File: src/hw/rtl/tzwm_pkg.sv
// ============================================================================
// tzwm_pkg: shared types and constants of the two-zone window minimum block
// Holds the result status codes, configuration register indexes and the
// control word that the top level broadcasts to every cell of the chain.
// ============================================================================
`default_nettype none

package tzwm_pkg;

  localparam int DIST_W = 16;

  // Result status codes.
  localparam logic [1:0] ST_UPDATED = 2'd0;
  localparam logic [1:0] ST_FILLING = 2'd1;
  localparam logic [1:0] ST_TIMEOUT = 2'd2;

  // Configuration register indexes.
  localparam logic CFG_PERSON_LIMIT = 1'b0;
  localparam logic CFG_DOOR_LIMIT   = 1'b1;

  // Register values after reset.
  localparam logic [DIST_W-1:0] PERSON_LIMIT_RST = 16'd1000;
  localparam logic [DIST_W-1:0] DOOR_LIMIT_RST   = 16'd0;

  // Control word seen by every cell.
  typedef struct packed {
    logic shift_en;    // shift the selected zone's window by one place
    logic shift_zone;  // zone whose window shifts
    logic sweep_zone;  // zone whose samples feed the running minimum
  } cell_ctrl_t;

endpackage

`default_nettype wire

File: src/hw/rtl/tzwm_cell.sv
// ============================================================================
// tzwm_cell: one window slot of the minimum chain
// Stores one sample for each zone, shifts toward its left neighbor and
// passes a running minimum to its right neighbor every cycle.
// ============================================================================
`default_nettype none

module tzwm_cell
  import tzwm_pkg::*;
(
  input  wire logic              clk,
  input  wire cell_ctrl_t        ctrl,
  input  wire logic [DIST_W-1:0] sample_in,
  input  wire logic [DIST_W-1:0] min_in,
  output logic      [DIST_W-1:0] sample_out,
  output logic      [DIST_W-1:0] min_out
);

  logic [DIST_W-1:0] s0_r, s0_nxt;
  logic [DIST_W-1:0] s1_r, s1_nxt;
  logic [DIST_W-1:0] min_r, min_nxt;
  logic [DIST_W-1:0] swept;

  always_comb begin
    s0_nxt = s0_r;
    s1_nxt = s1_r;
    if (ctrl.shift_en) begin
      if (ctrl.shift_zone) begin
        s1_nxt = sample_in;
      end else begin
        s0_nxt = sample_in;
      end
    end
    swept   = ctrl.sweep_zone ? s1_r : s0_r;
    min_nxt = (swept < min_in) ? swept : min_in;
  end

  always_ff @(posedge clk) begin
    s0_r  <= s0_nxt;
    s1_r  <= s1_nxt;
    min_r <= min_nxt;
  end

  assign sample_out = ctrl.shift_zone ? s1_r : s0_r;
  assign min_out    = min_r;

endmodule

`default_nettype wire

File: src/hw/rtl/two_zone_window_min_occupancy.sv
// ============================================================================
// two_zone_window_min_occupancy: two-zone sliding-window minimum occupancy
// Keeps the last WINDOW distances of each zone in a chain of cells and
// flags a zone occupied when its window minimum lies between two limits.
// ============================================================================
// Each input word is one ranging sample for zone 0 or 1, or a timeout, and
// gives exactly one result word. A timeout returns status 2 and the current
// occupancy without touching any state. While a zone has stored fewer than
// WINDOW samples, its sample is kept and status 1 (filling) is returned; the
// sample that completes the window still reports filling. Once the window is
// full, the new sample pushes out the oldest one, a running minimum travels
// down the cell chain, and the zone's occupancy bit is set when that minimum
// is strictly above door_limit and strictly below person_limit. A timeout or
// filling word is answered at the edge that accepts it. A full-window word
// sends the minimum once through the WINDOW cells into a combinational limit
// compare; in_ready stays low until the result enters the output register.
// A finished result waits there, and the next word can be accepted in the
// same cycle that the waiting result is taken. The user must write the
// limits through the cfg_ port (index 0 person_limit, index 1 door_limit)
// only while the block is idle; the block itself does not enforce this.
// ============================================================================
`default_nettype none

module two_zone_window_min_occupancy
  import tzwm_pkg::*;
#(
  parameter int WINDOW = 8
) (
  input  wire logic              clk,
  input  wire logic              rst_n,
  // Input channel
  input  wire logic              in_valid,
  output logic                   in_ready,
  input  wire logic              in_zone,
  input  wire logic [DIST_W-1:0] in_distance,
  input  wire logic              in_timed_out,
  // Result channel
  output logic                   out_valid,
  input  wire logic              out_ready,
  output logic      [1:0]        out_status,
  output logic      [1:0]        out_occupancy,
  output logic                   out_changed,
  output logic      [DIST_W-1:0] out_zone_minimum,
  // Configuration port
  input  wire logic              cfg_we,
  input  wire logic              cfg_index,
  input  wire logic [DIST_W-1:0] cfg_wdata
);

  localparam int FW = $clog2(WINDOW + 1);  // fill counter and sweep counter

  localparam logic ST_IDLE  = 1'b0;
  localparam logic ST_SWEEP = 1'b1;

  // Control state.
  logic          state_r, state_nxt;
  logic [FW-1:0] fill_r [2];
  logic [FW-1:0] fill_nxt [2];
  logic [FW-1:0] cnt_r, cnt_nxt;
  logic          zone_r, zone_nxt;
  logic [1:0]    occ_r, occ_nxt;
  logic          out_valid_r, out_valid_nxt;

  // Configuration.
  logic [DIST_W-1:0] person_r, person_nxt;
  logic [DIST_W-1:0] door_r, door_nxt;

  // Result payload.
  logic [1:0]        status_r, status_nxt;
  logic [1:0]        res_occ_r, res_occ_nxt;
  logic              changed_r, changed_nxt;
  logic [DIST_W-1:0] zmin_r, zmin_nxt;

  // Cell chain.
  cell_ctrl_t        ctrl;
  logic [DIST_W-1:0] samp_w [WINDOW];
  logic [DIST_W-1:0] min_w  [WINDOW];

  logic              accept;
  logic              out_free;
  logic              zone_full;
  logic [DIST_W-1:0] win_min;
  logic              hit;

  assign out_free  = !out_valid_r || out_ready;
  assign in_ready  = (state_r == ST_IDLE) && out_free;
  assign accept    = in_valid && in_ready;
  assign zone_full = (fill_r[in_zone] == FW'(WINDOW));

  // The minimum leaves the last cell; compare it against both limits.
  assign win_min = min_w[WINDOW-1];
  assign hit     = (win_min < person_r) && (win_min > door_r);

  assign ctrl.shift_en   = accept && !in_timed_out;
  assign ctrl.shift_zone = in_zone;
  assign ctrl.sweep_zone = zone_r;

  // New samples enter at the top cell and age toward cell 0; the running
  // minimum starts at cell 0 with the largest distance and flows upward.
  for (genvar gi = 0; gi < WINDOW; gi++) begin : g_cell
    logic [DIST_W-1:0] s_in;
    logic [DIST_W-1:0] m_in;

    if (gi == WINDOW - 1) begin : g_top
      assign s_in = in_distance;
    end else begin : g_mid
      assign s_in = samp_w[gi+1];
    end

    if (gi == 0) begin : g_first
      assign m_in = '1;
    end else begin : g_rest
      assign m_in = min_w[gi-1];
    end

    tzwm_cell u_cell (
      .clk        (clk),
      .ctrl       (ctrl),
      .sample_in  (s_in),
      .min_in     (m_in),
      .sample_out (samp_w[gi]),
      .min_out    (min_w[gi])
    );
  end

  always_comb begin
    state_nxt     = state_r;
    fill_nxt[0]   = fill_r[0];
    fill_nxt[1]   = fill_r[1];
    cnt_nxt       = cnt_r;
    zone_nxt      = zone_r;
    occ_nxt       = occ_r;
    out_valid_nxt = out_valid_r && !out_ready;
    status_nxt    = status_r;
    res_occ_nxt   = res_occ_r;
    changed_nxt   = changed_r;
    zmin_nxt      = zmin_r;

    if (accept) begin
      if (in_timed_out) begin
        out_valid_nxt = 1'b1;
        status_nxt    = ST_TIMEOUT;
        res_occ_nxt   = occ_r;
        changed_nxt   = 1'b0;
        zmin_nxt      = '0;
      end else if (!zone_full) begin
        fill_nxt[in_zone] = fill_r[in_zone] + 1'b1;
        out_valid_nxt     = 1'b1;
        status_nxt        = ST_FILLING;
        res_occ_nxt       = occ_r;
        changed_nxt       = 1'b0;
        zmin_nxt          = '0;
      end else begin
        state_nxt = ST_SWEEP;
        zone_nxt  = in_zone;
        cnt_nxt   = '0;
      end
    end else if (state_r == ST_SWEEP) begin
      if (cnt_r != FW'(WINDOW)) begin
        cnt_nxt = cnt_r + 1'b1;
      end else if (out_free) begin
        occ_nxt[zone_r] = hit;
        out_valid_nxt   = 1'b1;
        status_nxt      = ST_UPDATED;
        res_occ_nxt     = occ_nxt;
        changed_nxt     = (occ_nxt != occ_r);
        zmin_nxt        = win_min;
        state_nxt       = ST_IDLE;
      end
    end
  end

  always_comb begin
    person_nxt = person_r;
    door_nxt   = door_r;
    if (cfg_we) begin
      unique case (cfg_index)
        CFG_PERSON_LIMIT: person_nxt = cfg_wdata;
        CFG_DOOR_LIMIT:   door_nxt   = cfg_wdata;
        default:          person_nxt = person_r;
      endcase
    end
  end

  always_ff @(posedge clk) begin
    if (!rst_n) begin
      state_r     <= ST_IDLE;
      fill_r[0]   <= '0;
      fill_r[1]   <= '0;
      cnt_r       <= '0;
      zone_r      <= 1'b0;
      occ_r       <= '0;
      out_valid_r <= 1'b0;
      person_r    <= PERSON_LIMIT_RST;
      door_r      <= DOOR_LIMIT_RST;
    end else begin
      state_r     <= state_nxt;
      fill_r[0]   <= fill_nxt[0];
      fill_r[1]   <= fill_nxt[1];
      cnt_r       <= cnt_nxt;
      zone_r      <= zone_nxt;
      occ_r       <= occ_nxt;
      out_valid_r <= out_valid_nxt;
      person_r    <= person_nxt;
      door_r      <= door_nxt;
    end
  end

  always_ff @(posedge clk) begin
    status_r  <= status_nxt;
    res_occ_r <= res_occ_nxt;
    changed_r <= changed_nxt;
    zmin_r    <= zmin_nxt;
  end

  assign out_valid        = out_valid_r;
  assign out_status       = status_r;
  assign out_occupancy    = res_occ_r;
  assign out_changed      = changed_r;
  assign out_zone_minimum = zmin_r;

  // A fill count never passes the window length.
  a_fill_bound: assert property (@(posedge clk) disable iff (!rst_n)
    (fill_r[0] <= FW'(WINDOW)) && (fill_r[1] <= FW'(WINDOW)))
    else $error("fill count beyond window length");

  // A sample for a full zone starts a minimum pass.
  a_sweep_start: assert property (@(posedge clk) disable iff (!rst_n)
    accept && !in_timed_out && zone_full |=> state_r == ST_SWEEP)
    else $error("full-window sample did not start a sweep");

  // A finished pass leaves an updated result in the output register.
  a_sweep_result: assert property (@(posedge clk) disable iff (!rst_n)
    state_r == ST_SWEEP && state_nxt == ST_IDLE |=>
      out_valid_r && status_r == ST_UPDATED && res_occ_r == occ_r)
    else $error("sweep ended without an updated result");

  // Occupancy moves only together with a result that reports the change.
  a_occ_change: assert property (@(posedge clk) disable iff (!rst_n)
    $past(rst_n) && occ_r != $past(occ_r) |-> out_valid_r && changed_r)
    else $error("occupancy changed without a changed result");

endmodule

`default_nettype wire
File: config.mk
export PLATFORM = sky130hd
export DESIGN_NAME = two_zone_window_min_occupancy
export DESIGN_NICKNAME = d
export VERILOG_FILES = /design/src/hw/rtl/tzwm_pkg.sv /design/src/hw/rtl/tzwm_cell.sv /design/src/hw/rtl/two_zone_window_min_occupancy.sv
export SDC_FILE = /design/constraint.sdc
export NUM_CORES = 1
export LEC_CHECK = 0
export BUFFER_PORTS_ARGS = -buffer_cell sky130_fd_sc_hd__buf_2
export CORE_AREA = 8 8 204 206
export DETAILED_ROUTE_END_ITERATION = 16
export DIE_AREA = 0 0 212 214
export HOLD_SLACK_MARGIN = 0.02
export PLACE_DENSITY = 0.75
export SLEW_MARGIN = 20
export SYNTH_ARGS = -nofsm -noshare
export SYNTH_HDL_FRONTEND = slang
export SYNTH_SLANG_ARGS = --single-unit
File: constraint.sdc
create_clock -name clk -period 9.8 [get_ports clk]
set_clock_uncertainty 0.2 [all_clocks]
set_input_delay 0.49 -clock clk [delete_from_list [all_inputs] [get_ports clk]]
set_output_delay 0.49 -clock clk [all_outputs]
set_load 0.05 [all_outputs]
==> metrics.md <==
| Metric | Value |
|---|---|
| Avg Inst Size Synth | 12.9 um^2 |
| CTS tree | yes |
| Worst R2R Start | zone_r |
| Worst Path Arrival | 4.79 ns |
| Placed cells | 2,162 |
| Drt first-iter violations | 837 |
| Flip-flop and latch area | 0.0119 mm^2 |
| Layout cells sized above 1 | 25.5% |
| Root buf cell | clkbuf_16 |
| Synth top area share | 39.3% |
| Post-Synthesis Cell Area | 0.0212 mm^2 |
| R2R setup slack | 5.25 ns |
| Via Count | 12,500 |
| Num rows | 72 |
| Hold Crit Start | rst_n |
| Final setup violation count | 0 |
| Net Sw Frac | 25.4% |
| Hold Vio Cnt, Final | 0 |
| Fin nets | 1,905 |
| Global-route wire length before repair | 67.6 mm |
| Largest area contributor in the netlist | edfxtp_1 |
| Worst hold-check path type | primary input to flop |
| Fmax | 220 MHz |
| Ys async rst share | 0% |
| Remaining routing DRC violations | 0 |
| Post-detail-place hpwl | 28.4 mm |
| Critical Path Start Type | flop |
| Syn nets | 1,820 |
| Clock-pin slew on the worst setup and hold paths | 0.06 ns |
| Max-cap violations | 0 |
| Antenna diode count | 0 |
| Filler Cells Inserted | 2,851 |
| Slew @ Worst Pin | 1.09 ns |
| Comb pwr share | 14.6% |
| Layout area overhead | 12.0% |
| Status | finished, final reports clean |
| WP data required | 10.04 ns |
| Reg power frac | 48.9% |
| Period utilisation layout | 46.4% |
| Crit path from | zone_r |
| Sequential area share after synthesis | 56.0% |
| CP Max Fanout | 54 |
| Grt ovf | 0 |
| Core area | 0.0383 mm^2 |
| Clk Latency, worst-skew pair | 0.58 ns |
| CTS Buffer Depth | 3 |
| WS Path Type | flop to flop |
| Starting Density | 55.3% |
| Initial antenna violation count | 0 |
| P_leak | 9.35 nW |
| Post-route ant nets | 0 |
| Largest net degree at the start of global routing | 75 |
| Total GRT Usage | 18.5% |
| Yosys reg bits | 454 |
| Non-filler instance count after layout | 2,282 |
| DR vias/cell | 5.50 |
| Syn Inst Count | 1,640 |
| Die W | 212 um |
| Max IR drop VDD | 0.150 mV |
| Int Power | 3.47 mW |
| Ys flop type | edfxtp_1 |
| Drt pass-1 iters | 6 |
| Post-layout minimum cycle time | 4.55 ns |
| Crit path cell chain | buf_4, mux2_2, ha_1, o21ai_0, a31oi_1, o311ai_0, a31oi_1, a211o_1, mux2_2 |
| Area of the multi-input gates | 0.00836 mm^2 |
| Hold endpoint | person_r[9] |
| Post-CTS setup buffers | 0 |
| Die Ht | 214 um |
| Count of input and output buffers | 62 |
| TNS Setup | 0 ns |
| Num CTS Buffers | 47 |
| Largest cells by area after synthesis | edfxtp_1 39%, dfxtp_1 17%, mux2_2 14%, ha_1 8.3%, mux2_4 3.2% |
| Clock network power share | 36.4% |
| IO Count | 63 |
| Die area | 0.0454 mm^2 |
| Yosys cell types | 45 |
| Vias in the first global route | 12,800 |
| Worst reg2reg path depth | 9 |
| Slew Limit Fails | 0 |
| CTS H-Tree Depth | 2 |
| Power per cell area | 196 mW/mm^2 |
| CP max-delay cell | buf_4 |
| Final WL | 42.0 mm |
| GPL Wtd Cong | 0.851 |
| RSZ-0062 raised after global routing | no |
| Post-synth EDFFs | 277 |
| Reg-to-Reg End | g_cell[1].u_cell.min_out[10] |
| CTS Sinks | 454 |
| Largest stage delay on the critical path | 0.77 ns |
| NetSw | 1.18 mW |
| Worst slew margin | 27.4% |
| Yosys Warn Count | 0 |
| Smallest hold slack | 0.0594 ns |
| WL per Instance | 18.4 um |
| Resized Gates After CTS | 0 |
| Hold-critical path depth | 2 |
| Crit. End Element | flop |
-- logic make-up (layout without fill, tap and decap cells) --
family | Yosys count | in the layout | synth area share, %
flops | 454 | 454 | 56.0
mux | 342 | 342 | 18.8
simple gates | 263 | 263 | 5.93
buf+inv | 237 | 361 | 4.65
compound gates | 196 | 196 | 5.98
fa+ha+maj | 140 | 140 | 8.28
xor+xnor | 8 | 8 | 0.331
-- per-stage QoR --
step                      setup slack [ns]  cell area [um^2]  util (%)  total power, mW
after CTS                             5.25             23700      61.9             4.69
final                                 5.25             23700      61.9             4.65
after detailed placement              5.30             21900      57.2             2.98
after floorplan                       2.99             21200         -             2.81
after global routing                  4.97             23700      61.9             4.86
after global placement                5.41             21900      57.2             2.96
-- power by group through the flow --
stage               combinational [mW]  sequential [mW]  clock, mW
floorplan                        0.491             2.32          0
global placement                 0.644             2.31          0
detailed placement               0.669             2.32          0
CTS                              0.684             2.28       1.73
global route                     0.760             2.29       1.81
finish                           0.681             2.28       1.70
-- sequential cells by signal (all words and copies together), names as in the netlist --
name                   cells
g_cell.u_cell.s1_r       128
out_zone_minimum          16
person_r                  16
out_occupancy              2
zone_r                     1
g_cell.u_cell.s0_r       128
out_status                 2
out_valid                  1
out_changed                1
state_r                    1
g_cell.u_cell.min_out    128
fill_r                     8
door_r                    16
occ_r                      2
cnt_r                      4
-- cells in the mapped netlist (17+ instances only) --
| cell | count |
|---|---|
| nor2_1 | 42 |
| nor3_1 | 21 |
| nand3_1 | 26 |
| edfxtp_1 | 277 |
| ha_1 | 140 |
| o21ai_0 | 27 |
| and2_1 | 20 |
| a21o_1 | 21 |
| dfxtp_1 | 177 |
| mux2_2 | 263 |
| a21oi_1 | 67 |
| o311ai_0 | 17 |
| mux2i_1 | 34 |
| inv_1 | 169 |
| mux2_4 | 45 |
| a211oi_1 | 18 |
| clkbuf_1 | 42 |
| nand2_1 | 104 |
-- worst max-delay path by stage --
| stage | end | slack (ns) | cells after the start |
|---|---|---|---|
| after floorplan | g_cell[0].u_cell.s0_r[0] | 2.99 | 4 |
| after global placement | g_cell[3].u_cell.min_out[15] | 5.41 | 9 |
| after detailed placement | g_cell[5].u_cell.min_out[6] | 5.30 | 9 |
| after CTS | g_cell[5].u_cell.min_out[13] | 5.25 | 9 |
| after global routing | g_cell[5].u_cell.min_out[13] | 4.97 | 9 |
| final | g_cell[1].u_cell.min_out[10] | 5.25 | 9 |
-- layout by cell type (no fill, tap or decap), drive strengths merged, types with 20 or more instances in the layout --
cell and instances:
a21o 21, a21oi 67, and2 20, buf 72, clkbuf 79, dfxtp 177, dlygate4sd3 32, edfxtp 277
ha 140, inv 170, mux2 308, mux2i 34, nand2 104, nand3 26, nor2 42, nor3 21
o21ai 27, o311ai 22
-- metal layers --
metal / global-route usage, % / vias to the layer above / wire length [um]
li1: - / 6115 / -
met2: 30.4 / 229 / 20200
met1: 24.7 / 6134 / 19100
met4: 4.87 / 0 / 768
met3: 3.41 / 64 / 1910
met5: 0 / - / 0
-- what timing repair did --
action | 4_1_cts | 5_1_grt
endpoints found under the hold margin | 64 | 0
hold buffers | 32 | 0
endpoints found under the setup margin | 0 | 0
-- critical path: cells and delay by family (launching register included) --
kind / cells / cell delay (ns)
AOI/OAI and AO/OA: 5 / 1.53
DFF: 1 / 0.75
adders and majority gates: 1 / 0.28
muxes: 2 / 0.82
buffers and inverters: 1 / 0.77
-- area by class of cell --
| type | count | area share, % |
|---|---|---|
| well taps | 518 | 2.74 |
| clock buffers | 79 | 5.98 |
| clock inverters | 9 | 0.243 |
| multi-input cells | 949 | 35.3 |
| inverters | 169 | 2.68 |
| flip-flops and latches | 454 | 50.1 |
| repair buffers | 104 | 3.00 |
No activity file was read; power rests on OpenSTA's default activity.
